## src/sv/pow_pkg.sv

```systemverilog
// Shared types and constants for the pitch outlier window average block.
// No dependencies; every other file of the block uses this package.
`timescale 1ns / 1ps

package pow_pkg;

  // Field widths
  localparam int LAG_W    = 8;
  localparam int AVG_W    = 12;
  localparam int SUM_W    = 12;
  localparam int RUN_W    = 8;
  localparam int FRAC_W   = 4;
  localparam int DVD_W    = SUM_W + FRAC_W;
  localparam int CFG_IDX_W  = 3;
  localparam int CFG_DATA_W = 8;

  localparam logic [RUN_W-1:0] RUN_MAX = '1;
  localparam logic [AVG_W-1:0] AVG_MAX = '1;

  // Configuration register indexes
  localparam logic [CFG_IDX_W-1:0] CFG_FRONT_SPAN     = 3'd0;
  localparam logic [CFG_IDX_W-1:0] CFG_BACK_SPAN      = 3'd1;
  localparam logic [CFG_IDX_W-1:0] CFG_WINDOW_LEN     = 3'd2;
  localparam logic [CFG_IDX_W-1:0] CFG_RUN_THRESHOLD  = 3'd3;
  localparam logic [CFG_IDX_W-1:0] CFG_MAX_RISE_FRONT = 3'd4;
  localparam logic [CFG_IDX_W-1:0] CFG_MAX_FALL_FRONT = 3'd5;
  localparam logic [CFG_IDX_W-1:0] CFG_MAX_RISE_BACK  = 3'd6;
  localparam logic [CFG_IDX_W-1:0] CFG_MAX_FALL_BACK  = 3'd7;

  // Configuration register file
  typedef struct packed {
    logic [1:0]       front_span;
    logic [1:0]       back_span;
    logic [3:0]       window_len;
    logic [RUN_W-1:0] run_threshold;
    logic [LAG_W-1:0] max_rise_front;
    logic [LAG_W-1:0] max_fall_front;
    logic [LAG_W-1:0] max_rise_back;
    logic [LAG_W-1:0] max_fall_back;
  } cfg_t;

  localparam cfg_t CFG_RESET = '{
    front_span:     2'd1,
    back_span:      2'd1,
    window_len:     4'd8,
    run_threshold:  8'd9,
    max_rise_front: 8'd20,
    max_fall_front: 8'd20,
    max_rise_back:  8'd20,
    max_fall_back:  8'd22
  };

  // Sequencer to window store controls
  typedef struct packed {
    logic judge;   // write judged lag, fetch leaving entry, update run
    logic accum;   // fold into running sum, advance pointer
  } win_ctl_t;

endpackage

```

## src/sv/pow_lag_if.sv

```systemverilog
// Input channel carrying one pitch lag word.
// Depends on pow_pkg for the lag width.
`timescale 1ns / 1ps

interface pow_lag_if;
  logic                      valid;
  logic                      ready;
  logic [pow_pkg::LAG_W-1:0] lag;

  modport source (output valid, output lag, input ready);
  modport sink   (input valid, input lag, output ready);
endinterface

```

## src/sv/pow_res_if.sv

```systemverilog
// Output channel carrying one window average word.
// Depends on pow_pkg for the average width.
`timescale 1ns / 1ps

interface pow_res_if;
  logic                      valid;
  logic                      ready;
  logic [pow_pkg::AVG_W-1:0] average_q4;
  logic                      average_valid;

  modport source (output valid, output average_q4, output average_valid, input ready);
  modport sink   (input valid, input average_q4, input average_valid, output ready);
endinterface

```

## src/sv/pow_cfg_if.sv

```systemverilog
// Configuration write channel: register index and write data.
// Depends on pow_pkg for index and data widths.
`timescale 1ns / 1ps

interface pow_cfg_if;
  logic                           valid;
  logic                           ready;
  logic [pow_pkg::CFG_IDX_W-1:0]  idx;
  logic [pow_pkg::CFG_DATA_W-1:0] data;

  modport source (output valid, output idx, output data, input ready);
  modport sink   (input valid, input idx, input data, output ready);
endinterface

```

## src/sv/pow_judge.sv

```systemverilog
// Recent lag shift buffer and outlier judgement of the delayed centre lag.
// Depends on pow_pkg.
`timescale 1ns / 1ps

module pow_judge #(
  parameter int RecentDepth = 6
) (
  input  logic                      clk_i,
  input  logic                      rst_ni,
  input  logic                      shift_i,
  input  logic                      judge_i,
  input  logic [pow_pkg::LAG_W-1:0] lag_i,
  input  pow_pkg::cfg_t             cfg_i,
  output logic [pow_pkg::LAG_W-1:0] judged_o
);
  import pow_pkg::*;

  localparam int CW = $clog2(RecentDepth);

  logic [LAG_W-1:0] buf_q [RecentDepth];
  logic             last_rej_q, last_rej_d;
  logic [1:0]       back;
  logic [CW-1:0]    centre;
  logic [LAG_W-1:0] cur, prev, nxt, judged_pre;
  logic             zero_hit, apply, fail_front, fail_back, fail;

  // Effective back span: zero reads as one, limited so the centre keeps
  // an earlier neighbour
  always_comb begin
    back = (cfg_i.back_span == 2'd0) ? 2'd1 : cfg_i.back_span;
    if (int'(back) > RecentDepth - 2) begin
      back = 2'(RecentDepth - 2);
    end
    centre = CW'(RecentDepth - 1) - CW'(back);
  end

  // Tap selection and zero checks, one term per buffer position
  always_comb begin
    cur      = '0;
    prev     = '0;
    nxt      = '0;
    zero_hit = 1'b0;
    for (int j = 0; j < RecentDepth; j++) begin
      if (j == int'(centre)) cur = buf_q[j];
      if (j + 1 == int'(centre)) prev = buf_q[j];
      if (j == int'(centre) + 1) nxt = buf_q[j];
      // later neighbours run up to the newest entry
      if (j > int'(centre) && buf_q[j] == '0) zero_hit = 1'b1;
      // earlier neighbours within the front span
      if (j < int'(centre) && j + int'(cfg_i.front_span) >= int'(centre)
          && buf_q[j] == '0) zero_hit = 1'b1;
    end
  end

  // Jump checks against nearest neighbours
  always_comb begin
    judged_pre = zero_hit ? '0 : cur;
    apply      = (judged_pre != '0) && (prev != '0) && (nxt != '0);
    fail_front = ((cur > prev) && (cur - prev > cfg_i.max_rise_front))
              || ((prev > cur) && (prev - cur > cfg_i.max_fall_front));
    fail_back  = ((cur > nxt) && (cur - nxt > cfg_i.max_rise_back))
              || ((nxt > cur) && (nxt - cur > cfg_i.max_fall_back));
    fail       = (!last_rej_q && fail_front) || fail_back;
    judged_o   = (apply && fail) ? '0 : judged_pre;
    last_rej_d = apply ? (last_rej_q | fail) : 1'b0;
  end

  // Shift buffer, oldest at index zero
  always_ff @(posedge clk_i or negedge rst_ni) begin
    if (!rst_ni) begin
      for (int j = 0; j < RecentDepth; j++) buf_q[j] <= '0;
    end else if (shift_i) begin
      for (int j = 0; j < RecentDepth - 1; j++) buf_q[j] <= buf_q[j+1];
      buf_q[RecentDepth-1] <= lag_i;
    end
  end

  always_ff @(posedge clk_i or negedge rst_ni) begin
    if (!rst_ni) begin
      last_rej_q <= 1'b0;
    end else if (judge_i) begin
      last_rej_q <= last_rej_d;
    end
  end

endmodule

```

## src/sv/pow_window.sv

```systemverilog
// Circular store of judged lags with running window sum and run counter.
// Depends on pow_pkg.
`timescale 1ns / 1ps

module pow_window #(
  parameter int WindowDepth = 16,
  parameter int LenW        = 4
) (
  input  logic                      clk_i,
  input  logic                      rst_ni,
  input  pow_pkg::win_ctl_t         ctl_i,
  input  logic [pow_pkg::LAG_W-1:0] judged_i,
  input  logic [LenW-1:0]           len_i,
  output logic [pow_pkg::SUM_W-1:0] sum_o,
  output logic [pow_pkg::RUN_W-1:0] run_o
);
  import pow_pkg::*;

  localparam int AW = $clog2(WindowDepth);
  localparam int PW = LenW + 1;

  logic [LAG_W-1:0] mem_q [WindowDepth];
  logic [WindowDepth-1:0] vld_q;
  logic [AW-1:0]    ptr_q;
  logic [PW-1:0]    lv_sum;
  logic [AW-1:0]    lv_addr;
  logic [LAG_W-1:0] rd_q, judged_q;
  logic             rd_vld_q;
  logic [SUM_W-1:0] sum_q, leave;
  logic [RUN_W-1:0] run_q;

  // Entry leaving the window: len places behind the write pointer
  always_comb begin
    lv_sum = PW'(ptr_q) + PW'(WindowDepth) - PW'(len_i);
    if (lv_sum >= PW'(WindowDepth)) begin
      lv_sum = lv_sum - PW'(WindowDepth);
    end
    lv_addr = lv_sum[AW-1:0];
    leave   = rd_vld_q ? SUM_W'(rd_q) : '0;
  end

  // Store write and registered read
  always_ff @(posedge clk_i) begin
    if (ctl_i.judge) begin
      mem_q[ptr_q] <= judged_i;
      rd_q         <= mem_q[lv_addr];
      judged_q     <= judged_i;
    end
  end

  // Written-entry flags; unwritten entries read as zero
  always_ff @(posedge clk_i or negedge rst_ni) begin
    if (!rst_ni) begin
      vld_q    <= '0;
      rd_vld_q <= 1'b0;
    end else if (ctl_i.judge) begin
      vld_q[ptr_q] <= 1'b1;
      rd_vld_q     <= vld_q[lv_addr];
    end
  end

  // Running sum and pointer
  always_ff @(posedge clk_i or negedge rst_ni) begin
    if (!rst_ni) begin
      sum_q <= '0;
      ptr_q <= '0;
    end else if (ctl_i.accum) begin
      sum_q <= sum_q + SUM_W'(judged_q) - leave;
      ptr_q <= (ptr_q == AW'(WindowDepth - 1)) ? '0 : ptr_q + AW'(1);
    end
  end

  // Saturating run of non-zero judged lags
  always_ff @(posedge clk_i or negedge rst_ni) begin
    if (!rst_ni) begin
      run_q <= '0;
    end else if (ctl_i.judge) begin
      if (judged_i == '0) begin
        run_q <= '0;
      end else if (run_q != RUN_MAX) begin
        run_q <= run_q + RUN_W'(1);
      end
    end
  end

  assign sum_o = sum_q;
  assign run_o = run_q;

endmodule

```

## src/sv/pow_div.sv

```systemverilog
// Restoring serial divider, one quotient bit per cycle.
// Depends on pow_pkg for the dividend width.
`timescale 1ns / 1ps

module pow_div #(
  parameter int LenW = 4
) (
  input  logic                      clk_i,
  input  logic                      rst_ni,
  input  logic                      start_i,
  input  logic [pow_pkg::DVD_W-1:0] dividend_i,
  input  logic [LenW-1:0]           divisor_i,
  output logic                      busy_o,
  output logic [pow_pkg::DVD_W-1:0] quot_o
);
  import pow_pkg::*;

  localparam int NW = $clog2(DVD_W);

  logic            busy_q;
  logic [NW-1:0]   cnt_q;
  logic [DVD_W-1:0] qr_q;
  logic [LenW-1:0] rem_q, dvs_q, rem_d;
  logic [LenW:0]   trial;
  logic            ge;

  // One restoring step
  always_comb begin
    trial = {rem_q, qr_q[DVD_W-1]};
    ge    = trial >= {1'b0, dvs_q};
    rem_d = ge ? LenW'(trial - {1'b0, dvs_q}) : trial[LenW-1:0];
  end

  always_ff @(posedge clk_i or negedge rst_ni) begin
    if (!rst_ni) begin
      busy_q <= 1'b0;
      cnt_q  <= '0;
    end else if (start_i) begin
      busy_q <= 1'b1;
      cnt_q  <= '0;
    end else if (busy_q) begin
      cnt_q <= cnt_q + NW'(1);
      if (cnt_q == NW'(DVD_W - 1)) busy_q <= 1'b0;
    end
  end

  always_ff @(posedge clk_i) begin
    if (start_i) begin
      qr_q  <= dividend_i;
      rem_q <= '0;
      dvs_q <= divisor_i;
    end else if (busy_q) begin
      qr_q  <= {qr_q[DVD_W-2:0], ge};
      rem_q <= rem_d;
    end
  end

  assign busy_o = busy_q;
  assign quot_o = qr_q;

endmodule

```

## src/sv/pitch_outlier_window_average.sv

```systemverilog
// Pitch outlier rejection and window average: each lag word yields one result word after
// shift, judge, sum update, divider load, sixteen divider steps and output load in turn; the
// next lag word is accepted in the cycle after the result enters the output register, which
// holds it until taken. Configuration writes are taken in any cycle with ready held high.
// Depends on pow_pkg, the three channel interfaces, pow_judge, pow_window and pow_div.
`timescale 1ns / 1ps

module pitch_outlier_window_average #(
  parameter int RECENT_DEPTH = 6,
  parameter int WINDOW_DEPTH = 16
) (
  input  logic      clk_i,
  input  logic      rst_ni,
  pow_lag_if.sink   lag_i,
  pow_res_if.source res_o,
  pow_cfg_if.sink   cfg_i
);
  import pow_pkg::*;

  localparam int LW = ($clog2(WINDOW_DEPTH) > 4) ? $clog2(WINDOW_DEPTH) : 4;

  localparam logic [2:0] ST_IDLE  = 3'd0;
  localparam logic [2:0] ST_JUDGE = 3'd1;
  localparam logic [2:0] ST_SUM   = 3'd2;
  localparam logic [2:0] ST_LOAD  = 3'd3;
  localparam logic [2:0] ST_DIV   = 3'd4;

  logic [2:0]       state_q, state_d;
  cfg_t             cfg_q;
  logic [LW-1:0]    wl;
  logic [LAG_W-1:0] judged;
  logic [SUM_W-1:0] sum;
  logic [RUN_W-1:0] run;
  win_ctl_t         win_ctl;
  logic             in_acc, div_start, div_busy, out_free, out_load, avg_ok;
  logic [DVD_W-1:0] quot;
  logic [AVG_W-1:0] avg_sat;
  logic             res_valid_q;
  logic [AVG_W-1:0] avg_q;
  logic             avg_vld_q;

  // Configuration registers
  assign cfg_i.ready = 1'b1;

  always_ff @(posedge clk_i or negedge rst_ni) begin
    if (!rst_ni) begin
      cfg_q <= CFG_RESET;
    end else if (cfg_i.valid) begin
      unique case (cfg_i.idx)
        CFG_FRONT_SPAN:     cfg_q.front_span     <= cfg_i.data[1:0];
        CFG_BACK_SPAN:      cfg_q.back_span      <= cfg_i.data[1:0];
        CFG_WINDOW_LEN:     cfg_q.window_len     <= cfg_i.data[3:0];
        CFG_RUN_THRESHOLD:  cfg_q.run_threshold  <= cfg_i.data;
        CFG_MAX_RISE_FRONT: cfg_q.max_rise_front <= cfg_i.data;
        CFG_MAX_FALL_FRONT: cfg_q.max_fall_front <= cfg_i.data;
        CFG_MAX_RISE_BACK:  cfg_q.max_rise_back  <= cfg_i.data;
        CFG_MAX_FALL_BACK:  cfg_q.max_fall_back  <= cfg_i.data;
      endcase
    end
  end

  // Effective window length, one to depth less one
  always_comb begin
    wl = LW'(cfg_q.window_len);
    if (cfg_q.window_len == 4'd0) begin
      wl = LW'(1);
    end else if (wl > LW'(WINDOW_DEPTH - 1)) begin
      wl = LW'(WINDOW_DEPTH - 1);
    end
  end

  // Sequencer
  assign lag_i.ready = (state_q == ST_IDLE);
  assign in_acc      = lag_i.valid && lag_i.ready;
  assign out_free    = !res_valid_q || res_o.ready;
  assign win_ctl     = '{judge: (state_q == ST_JUDGE), accum: (state_q == ST_SUM)};
  assign div_start   = (state_q == ST_LOAD);
  assign out_load    = (state_q == ST_DIV) && !div_busy && out_free;

  always_comb begin
    state_d = state_q;
    unique case (state_q)
      ST_IDLE:  if (in_acc) state_d = ST_JUDGE;
      ST_JUDGE: state_d = ST_SUM;
      ST_SUM:   state_d = ST_LOAD;
      ST_LOAD:  state_d = ST_DIV;
      ST_DIV:   if (out_load) state_d = ST_IDLE;
      default:  state_d = ST_IDLE;
    endcase
  end

  always_ff @(posedge clk_i or negedge rst_ni) begin
    if (!rst_ni) begin
      state_q <= ST_IDLE;
    end else begin
      state_q <= state_d;
    end
  end

  pow_judge #(
    .RecentDepth (RECENT_DEPTH)
  ) u_judge (
    .clk_i    (clk_i),
    .rst_ni   (rst_ni),
    .shift_i  (in_acc),
    .judge_i  (win_ctl.judge),
    .lag_i    (lag_i.lag),
    .cfg_i    (cfg_q),
    .judged_o (judged)
  );

  pow_window #(
    .WindowDepth (WINDOW_DEPTH),
    .LenW        (LW)
  ) u_window (
    .clk_i    (clk_i),
    .rst_ni   (rst_ni),
    .ctl_i    (win_ctl),
    .judged_i (judged),
    .len_i    (wl),
    .sum_o    (sum),
    .run_o    (run)
  );

  pow_div #(
    .LenW (LW)
  ) u_div (
    .clk_i      (clk_i),
    .rst_ni     (rst_ni),
    .start_i    (div_start),
    .dividend_i ({sum, FRAC_W'(0)}),
    .divisor_i  (wl),
    .busy_o     (div_busy),
    .quot_o     (quot)
  );

  // Result word: saturated Q4 average, zero while the run is too short
  assign avg_ok  = run > cfg_q.run_threshold;
  assign avg_sat = (quot[DVD_W-1:AVG_W] != '0) ? AVG_MAX : quot[AVG_W-1:0];

  always_ff @(posedge clk_i or negedge rst_ni) begin
    if (!rst_ni) begin
      res_valid_q <= 1'b0;
    end else if (out_load) begin
      res_valid_q <= 1'b1;
    end else if (res_o.ready) begin
      res_valid_q <= 1'b0;
    end
  end

  always_ff @(posedge clk_i) begin
    if (out_load) begin
      avg_q     <= avg_ok ? avg_sat : '0;
      avg_vld_q <= avg_ok;
    end
  end

  assign res_o.valid         = res_valid_q;
  assign res_o.average_q4    = avg_q;
  assign res_o.average_valid = avg_vld_q;

`ifndef SYNTHESIS
  a_zero_when_invalid : assert property (@(posedge clk_i) disable iff (!rst_ni)
    res_o.valid && !res_o.average_valid |-> res_o.average_q4 == '0)
    else $error("average not zero on an invalid result");

  a_div_no_restart : assert property (@(posedge clk_i) disable iff (!rst_ni)
    div_start |-> !div_busy)
    else $error("divider started while busy");

  a_accept_to_judge : assert property (@(posedge clk_i) disable iff (!rst_ni)
    in_acc |=> state_q == ST_JUDGE)
    else $error("accepted lag not judged next cycle");

  a_result_after_div : assert property (@(posedge clk_i) disable iff (!rst_ni)
    $rose(res_valid_q) |-> $past(state_q) == ST_DIV && !$past(div_busy))
    else $error("result loaded before divider finished");
`endif

endmodule
```

## src/flat_wrapper.sv

```systemverilog
// flat-port wrapper written by rule: the top's interface ports become plain ports
module pitch_outlier_window_average_flat import pow_pkg::*;
#(
  parameter int RECENT_DEPTH = 6,
  parameter int WINDOW_DEPTH = 16
)
  (clk_i, rst_ni, lag_i_valid, lag_i_lag, lag_i_ready, res_o_valid, res_o_average_q4, res_o_average_valid, res_o_ready, cfg_i_valid, cfg_i_idx, cfg_i_data, cfg_i_ready);
  pow_lag_if lag_i_i ();
  pow_res_if res_o_i ();
  pow_cfg_if cfg_i_i ();
  input  logic clk_i;
  input  logic rst_ni;
  input wire logic [$bits(lag_i_i.valid)-1:0] lag_i_valid;
  input wire logic [$bits(lag_i_i.lag)-1:0] lag_i_lag;
  output wire logic [$bits(lag_i_i.ready)-1:0] lag_i_ready;
  output wire logic [$bits(res_o_i.valid)-1:0] res_o_valid;
  output wire logic [$bits(res_o_i.average_q4)-1:0] res_o_average_q4;
  output wire logic [$bits(res_o_i.average_valid)-1:0] res_o_average_valid;
  input wire logic [$bits(res_o_i.ready)-1:0] res_o_ready;
  input wire logic [$bits(cfg_i_i.valid)-1:0] cfg_i_valid;
  input wire logic [$bits(cfg_i_i.idx)-1:0] cfg_i_idx;
  input wire logic [$bits(cfg_i_i.data)-1:0] cfg_i_data;
  output wire logic [$bits(cfg_i_i.ready)-1:0] cfg_i_ready;
  assign lag_i_i.valid = lag_i_valid;
  assign lag_i_i.lag = lag_i_lag;
  assign lag_i_ready = lag_i_i.ready;
  assign res_o_valid = res_o_i.valid;
  assign res_o_average_q4 = res_o_i.average_q4;
  assign res_o_average_valid = res_o_i.average_valid;
  assign res_o_i.ready = res_o_ready;
  assign cfg_i_i.valid = cfg_i_valid;
  assign cfg_i_i.idx = cfg_i_idx;
  assign cfg_i_i.data = cfg_i_data;
  assign cfg_i_ready = cfg_i_i.ready;
  pitch_outlier_window_average #(.RECENT_DEPTH(RECENT_DEPTH), .WINDOW_DEPTH(WINDOW_DEPTH)) u_core (.clk_i(clk_i), .rst_ni(rst_ni), .lag_i(lag_i_i), .res_o(res_o_i), .cfg_i(cfg_i_i));
endmodule
```

## config.mk

```make
export PLATFORM = sky130hd
export DESIGN_NAME = pitch_outlier_window_average_flat
export DESIGN_NICKNAME = d
export VERILOG_FILES = /design/src/sv/pow_pkg.sv /design/src/sv/pow_lag_if.sv /design/src/sv/pow_res_if.sv /design/src/sv/pow_cfg_if.sv /design/src/sv/pow_judge.sv /design/src/sv/pow_window.sv /design/src/sv/pow_div.sv /design/src/sv/pitch_outlier_window_average.sv /design/src/flat_wrapper.sv
export SDC_FILE = /design/constraint.sdc
export NUM_CORES = 1
export LEC_CHECK = 0
export ABC_AREA = 1
export ABC_CLOCK_PERIOD_IN_PS = 6300
export BUFFER_PORTS_ARGS = -buffer_cell sky130_fd_sc_hd__buf_2
export CAP_MARGIN = 15
export CORE_MARGIN = 2
export CORE_UTILIZATION = 30
export DETAILED_ROUTE_END_ITERATION = 7
export PLACE_DENSITY = 0.43
export SLEW_MARGIN = 20
export SYNTH_ARGS = -nofsm -noshare
export SYNTH_HDL_FRONTEND = slang
export SYNTH_HIERARCHICAL = 1
export SYNTH_SLANG_ARGS = --single-unit
```

## constraint.sdc

```tcl
create_clock -name clk_i -period 6.3 [get_ports clk_i]
set_input_delay 1.575 -clock clk_i [delete_from_list [all_inputs] [get_ports clk_i]]
set_output_delay 1.575 -clock clk_i [all_outputs]
set_load 0.02 [all_outputs]
```

---- Yosys cells after proc, flatten, opt, wreduce, memory -nomap -nowiden ----
Memories as Yosys holds them, arrays and structs flattened. A register that Yosys moved wholly into a read port is not among the register bits.
Index checks and enable logic that the tools add are counted.
storage, ports and cells
  register bits ........................... 192
  RAM bits ................................ 128
  bits of input ports ..................... 24
  output and inout bits ................... 16
  logic and storage cells ................. 239
  memories kept ........................... 1
cells by class
  $add $sub $neg .......................... 20
  order comparisons ....................... 32
  eq/ne operators ......................... 27
  multiplexer cells ....................... 60
  bitwise gates (word level) .............. 2
  reduce and logical (&&, ||, !) cells .... 66
memory list
  name                   words  bits a word  rd ports  clocked after Yosys merged registers in  write ports  RTL line          RTL
  u_core.u_window.mem_q  16     8            1         1                                        1            pow_window.sv:22  logic [LAG_W-1:0] mem_q [WindowDepth];
operators with widths
  cell                                                         number
  two-way mux 8 bit                                            23
  > comparator 8 bit                                           9
  == test 3 x 32 -> 1 bit (first input constant)               2
  logical NOT 8 bit                                            7
  == test 2 x 32 -> 1 bit (first input constant)               1
  == test 4 x 32 -> 1 bit (first input constant)               1
  logical NOT 32 bit                                           1
  two-way mux 16 bit                                           2
  subtractor 8 bit                                             4
  logical AND 1 bit                                            29
  two-way mux 4 bit                                            7
  nonzero test 8 bit                                           3
  two-way mux 1 bit                                            21
  AND reduction 2 bit                                          10
  OR 16 bit                                                    1
  == test 3 bit (second input constant)                        5
  one-hot mux 3 bit (5 select lines)                           1
  adder 12 x 8 -> 12 bit                                       1
  == test 3 x 2 -> 1 bit (second input constant)               4
  == test 3 bit (first input constant)                         4
  two-way mux 12 bit                                           1
  subtractor 12 x 8 -> 12 bit                                  1
  less-than comparator 4 x 5 -> 1 bit (second input constant)  2
  >= comparator 3 bit                                          3
  42 further kinds                                             64

---- Logic depth before layout (Yosys ltp) ----
  word-level depth ........................ 26
  depth in mapped cells ................... 36
  depth with buffers taken out ............ 33

---- Modules after synthesis ----
Netlist, hierarchy kept.
modules (own cells, without submodules)
  module                        times used  cells an instance  area each (µm²)  seq. area each (µm²)
  pow_window                    1           848                8568.2           5350.1
  pow_judge                     1           708                5021.1           1226.2
  pitch_outlier_window_average  1           291                2768.9           1709.1
  pow_div                       1           147                1393.8           805.8

---- Least setup slack after synthesis ----
OpenSTA, ideal clock, no wires.
  path kind ............................... flip-flop to flip-flop
  from .................................... register u_core/cfg_q[44] (netlist bit)
  to ...................................... register u_core.u_window.run_q[3], in the netlist u_core/u_window/run_o[3]
  library setup time ...................... 0.134 ns
  arrival time ............................ 4.401 ns
  data required time ...................... 6.166 ns
  setup slack ............................. 1.765 ns
  stages on the path, launching flop included .. 34
  buffers on the path ..................... 3
  period minus slack after synthesis ...... 4.535 ns
  cell sequence ........................... dfstp_2 -> buf_6 -> nand2_2 -> buf_4 -> o221ai_2 -> inv_1 -> ha_1 -> clkbuf_2 -> nand2_1 -> o21ai_0 -> a21oi_1 -> o21bai_1 -> a21oi_1 -> nor2_1 -> nor2_1 -> xnor2_1 -> ha_1 -> nand2_1 -> nor2_1 -> a211oi_1 -> o21ai_0 -> nand2_1 -> nand2_1 -> nand2_1 -> nand2_1 -> nand2_2 -> inv_4 -> nor2_2 -> nor2_1 -> nand2_1 -> nor2_2 -> nor2_1 -> nor2_1 -> o21ai_0
on the way
  cells in the longest elaborated chain, start to end .. 26
  elaborated cells between the ends (all ways) .. 112
  classes of those cells .................. add/sub (6); order compare (25); eq/ne (11); mux (33); reduce/logical (37)
RTL lines
  element                                                                    RTL line                            RTL
  from (decl)                                                                pitch_outlier_window_average.sv:29  cfg_t cfg_q;
  logical NOT 2 bit                                                          pow_judge.sv:30                     back = (cfg_i.back_span == 2'd0) ? 2'd1 : cfg_i.back_span;
  two-way mux 2 bit (*)                                                      pow_judge.sv:30
  subtractor 3 x 2 -> 3 bit (*)                                              pow_judge.sv:34                     centre = CW'(RecentDepth - 1) - CW'(back);
  parallel branches: the longest is 19 deep, another holds subtractor 8 bit  n/a
  two-way mux 8 bit (*)                                                      pow_judge.sv:64                     judged_o = (apply && fail) ? '0 : judged_pre;
  via u_core.judged[7]                                                       pitch_outlier_window_average.sv:31  logic [LAG_W-1:0] judged;
  logical NOT 8 bit (*)                                                      pow_window.sv:78                    if (judged_i == '0) begin
  nonzero test 2 bit (no line)                                               n/a
  AND reduction 2 bit (no line)                                              n/a
  to (signal assigned)                                                       pow_window.sv:81                    run_q <= run_q + RUN_W'(1);
  to (decl)                                                                  pow_window.sv:30                    logic [RUN_W-1:0] run_q;
Mark *: on every way through the listed nets, which the timed path passes.
A chain may end at the register's enable or synchronous reset.

---- Final worst setup path ----
  from .................................... register u_core/cfg_q[45] (netlist bit)
  to ...................................... register u_core.u_window.run_q[4], in the netlist u_core/u_window/run_o[4]
Same word-level chain as after synthesis.

==> results.json <==
{
  "cts-htree-levels": 2,
  "yosys.area_share.simple": 0.198,
  "dr_total_vias": 13104,
  "share_of_flip_flops_with_an_asynchronous_set_or_reset": 0.448,
  "synth.yosys.seq_area_share": 0.512,
  "wl_met2_mm": 21.9,
  "synth_compound_gate_area_share": 0.106,
  "rsz_0062_raised_after_global_routing": "no",
  "track_usage": 0.153,
  "clockBufferDepth": 3,
  "clock_latency_at_the_later_pin_of_the_worst_skew_pair_ps": 590,
  "cts_inserted_buffers": 39,
  "reg2reg_depth": 34,
  "worst_endpoint_data_arrival_time_ps": 5890,
  "floorplan.rows": 89,
  "totalNegativeSetupSlack_ps": 0,
  "cts.repair.resized": 0,
  "drv.max_cap_violation_count": 0,
  "tritoncts_num_sinks": 328,
  "grt_pass1_vias": 13339,
  "synth.top_cells.by_area": "sky130_fd_sc_hd__edfxtp_1 30%, sky130_fd_sc_hd__dfrtp_1 19%, sky130_fd_sc_hd__nand2_1 9.7%",
  "path_max_fanout": 35,
  "wl_met1_mm": 20.7,
  "fill_cells": 6144,
  "place.gp.congestion": 0.809,
  "io-pin-count": 40,
  "synthDominantAreaCellType": "sky130_fd_sc_hd__edfxtp_1",
  "synth_ff_type": "sky130_fd_sc_hd__edfxtp_1",
  "postSynthRegisterBits": 328,
  "globalRouteOverflowTotal": 0,
  "drt_pre_antenna_iters": 7,
  "startpoint_type": "register",
  "synth_top_family_by_area": "simple AND/OR/NAND/NOR gates",
  "met3_length_mm": 1.52,
  "routed_wl_mm": 45.4,
  "worst-endpoint-required_ps": 6730,
  "synth_cells": 1994,
  "fp.dieW_um": 247,
  "mappedNetlistArea_um2": 17800,
  "yosys.area_share.adder": 0.0850,
  "cts_tree": "yes",
  "io_buffer_count": 38,
  "die_outline_height_um": 247,
  "avgRoutedWirePerCell_um": 16.1,
  "run_status": "complete, no violations",
  "yosys.area.top_type_share": 0.299,
  "top_layer_used": "met4",
  "relSlewSlack": 0.366,
  "path_clk_slew_ps": 60,
  "regToRegStartpoint": "u_core/cfg_q[45]",
  "placeableCoreArea_um2": 58800,
  "cts.hold.buffers_added": 0,
  "num-nets-final": 2159,
  "worst_path_max_delay_cell": "sky130_fd_sc_hd__ha_1",
  "grt_max_degree": 73,
  "drc_marker_count_from_the_first_detailed_route_iteration": 707,
  "endpoint": "u_core/u_window/run_o[4]",
  "layout-drive-gt1-share": 0.0970,
  "synth-edff-count": 177,
  "yosys_warning_total": 6,
  "clock.fmax_ghz": 0.183,
  "setup.reg_to_reg.worst_slack_ps": 840,
  "setup.worst_path.class": "reg2reg",
  "max_slew.worst_pin.slew_ps": 948,
  "highest_cell_delay_on_the_worst_timing_path_ps": 440,
  "antenna_found_initial": 0,
  "final_slew_viol_count": 0,
  "antenna_diode_instance_count": 0,
  "dp_wirelength_mm": 31.2,
  "post-route-period-util": 0.866,
  "final.min_clock_period_ps": 5460,
  "ant_nets": 0,
  "synthToLayoutAreaGrowth_pct": 12.8,
  "grt_pass1_wl_mm": 73.3,
  "critPathCaptureType": "register",
  "final_hold_violating_endpoints": 0,
  "synth-xor-area-share": 0.0183,
  "yosys-mux-area-fraction": 0.00127,
  "post_drt_via_cell_ratio": 4.64,
  "synth_cell_type_count": 55,
  "crit-reg2reg-capture": "u_core/u_window/run_o[4]",
  "route.detailed.drc": 0,
  "initial_core_util": 0.302,
  "ctsRootBufferMaster": "sky130_fd_sc_hd__clkbuf_16",
  "die-area_um2": 61100,
  "finClkSkew_ps": 36.4,
  "min-delay-path-class": "reg2reg",
  "post_cts_setup_buffers": 0,
  "synth_area_per_cell_um2": 8.90,
  "critPathMostFrequentCell": "sky130_fd_sc_hd__nand2_1",
  "critPathLaunch": "u_core/cfg_q[45]",
  "timing.final.setup_violations": 0
}
[logic make-up after synthesis]
family / Yosys count
AO/OA/AOI/OAI: 337
XOR/XNOR: 35
adder cells (fa/ha/maj): 114
buffers and inverters: 339
flip-flops: 328
multiplexers: 2
other: 2
AND/OR/NAND/NOR: 837
[synth_stat cells (17+ instances only)]
library cell / number
sky130_fd_sc_hd__nand3_1: 61
sky130_fd_sc_hd__nand2_1: 458
sky130_fd_sc_hd__o21ai_0: 190
sky130_fd_sc_hd__ha_1: 103
sky130_fd_sc_hd__dfrtp_1: 133
sky130_fd_sc_hd__nor2_1: 232
sky130_fd_sc_hd__xor2_1: 26
sky130_fd_sc_hd__a21oi_1: 71
sky130_fd_sc_hd__clkbuf_1: 45
sky130_fd_sc_hd__o22ai_1: 38
sky130_fd_sc_hd__inv_1: 255
sky130_fd_sc_hd__nand4_1: 17
sky130_fd_sc_hd__edfxtp_1: 177
[state kept, by name, summed over array words and instances (netlist names), 8 cells and up]
| register | flops |
|---|---|
| u_core/res_o.average_q4 | 12 |
| u_core/u_window/mem_q | 128 |
| u_core/u_window/judged_q | 8 |
| u_core/cfg_q | 48 |
| u_core/u_window/rd_q | 8 |
| u_core/u_div/quot_o | 16 |
| u_core/u_window/vld_q | 16 |
| u_core/u_judge/buf_q | 48 |
| u_core/u_window/sum_o | 12 |
| u_core/u_window/run_o | 8 |
[stage by stage]
step / std cells / setup slack (ps) / utilization / instance area (um^2) / hold slack, ps
floorplan: 1997 / 1770 / - / 17800 / 427
global placement: 2753 / 747 / 0.318 / 18700 / 438
detailed placement: 2753 / 615 / 0.318 / 18700 / 446
CTS: 2824 / 620 / 0.340 / 20000 / 460
global route: 2824 / 98.1 / 0.341 / 20000 / 467
finish: 2824 / 843 / 0.341 / 20000 / 457
[worst max-delay path, delay by kind of cell (launching register included)]
| kind | cells | cell delay (ps) |
|---|---|---|
| AO/OA/AOI/OAI | 8 | 1110 |
| XOR/XNOR | 1 | 120 |
| adder cells (fa/ha/maj) | 2 | 760 |
| buffers and inverters | 5 | 830 |
| flip-flops | 1 | 330 |
| AND/OR/NAND/NOR | 18 | 2150 |
[worst min-delay path by stage]
stage               cells past startpoint                      start                         to
floorplan                               2  u_core/u_window/vld_q[15]  u_core/u_window/vld_q[15]
global placement                        2   u_core/u_window/vld_q[7]   u_core/u_window/vld_q[7]
detailed placement                      2  u_core/u_window/vld_q[10]  u_core/u_window/vld_q[10]
CTS                                     2      u_core/u_div/rem_q[3]      u_core/u_div/rem_q[3]
global route                            2  u_core/u_window/vld_q[10]  u_core/u_window/vld_q[10]
finish                                  2      u_core/u_div/rem_q[3]      u_core/u_div/rem_q[3]
[layout make-up]
cell class                      instances  area (um^2)  share of cell area
Clock buffer                           57         1100              0.0551
Clock inverter                         14          224              0.0112
Inverter                              264          998              0.0499
Multi-Input combinational cell       1330         7290               0.364
Sequential cell                       328         9090               0.454
Tap cell                              773          967              0.0483
Timing Repair Buffer                   58          350              0.0175
[cell usage in the layout (no fill, tap or decap), types with 6 or more instances in the layout]
master / n
sky130_fd_sc_hd__buf_4: 19
sky130_fd_sc_hd__dfstp_2: 14
sky130_fd_sc_hd__buf_2: 37
sky130_fd_sc_hd__nand3_1: 61
sky130_fd_sc_hd__clkbuf_8: 6
sky130_fd_sc_hd__o211ai_1: 7
sky130_fd_sc_hd__nand2_1: 458
sky130_fd_sc_hd__nor2_2: 16
sky130_fd_sc_hd__o21ai_0: 190
sky130_fd_sc_hd__o22ai_1: 38
sky130_fd_sc_hd__nor3_2: 6
sky130_fd_sc_hd__fa_1: 11
sky130_fd_sc_hd__dfrtp_1: 133
sky130_fd_sc_hd__nand4_1: 17
sky130_fd_sc_hd__ha_1: 102
sky130_fd_sc_hd__nand2_2: 14
sky130_fd_sc_hd__edfxtp_1: 177
sky130_fd_sc_hd__clkbuf_1: 12
sky130_fd_sc_hd__a21oi_1: 71
sky130_fd_sc_hd__xnor2_1: 8
sky130_fd_sc_hd__clkbuf_16: 39
sky130_fd_sc_hd__xor2_1: 26
sky130_fd_sc_hd__inv_1: 255
sky130_fd_sc_hd__nor2_1: 228
sky130_fd_sc_hd__nor3_1: 13
[layer usage]
| metal | track usage | vias to the layer above |
|---|---|---|
| li1 | - | 6567 |
| met1 | 0.197 | 6269 |
| met2 | 0.262 | 191 |
| met3 | 0.0255 | 77 |
| met4 | 0.0500 | 0 |
| met5 | 0 | - |
Power is not shown: default switching activity piles up to over one toggle a cycle in this logic, so the estimate is an artifact.
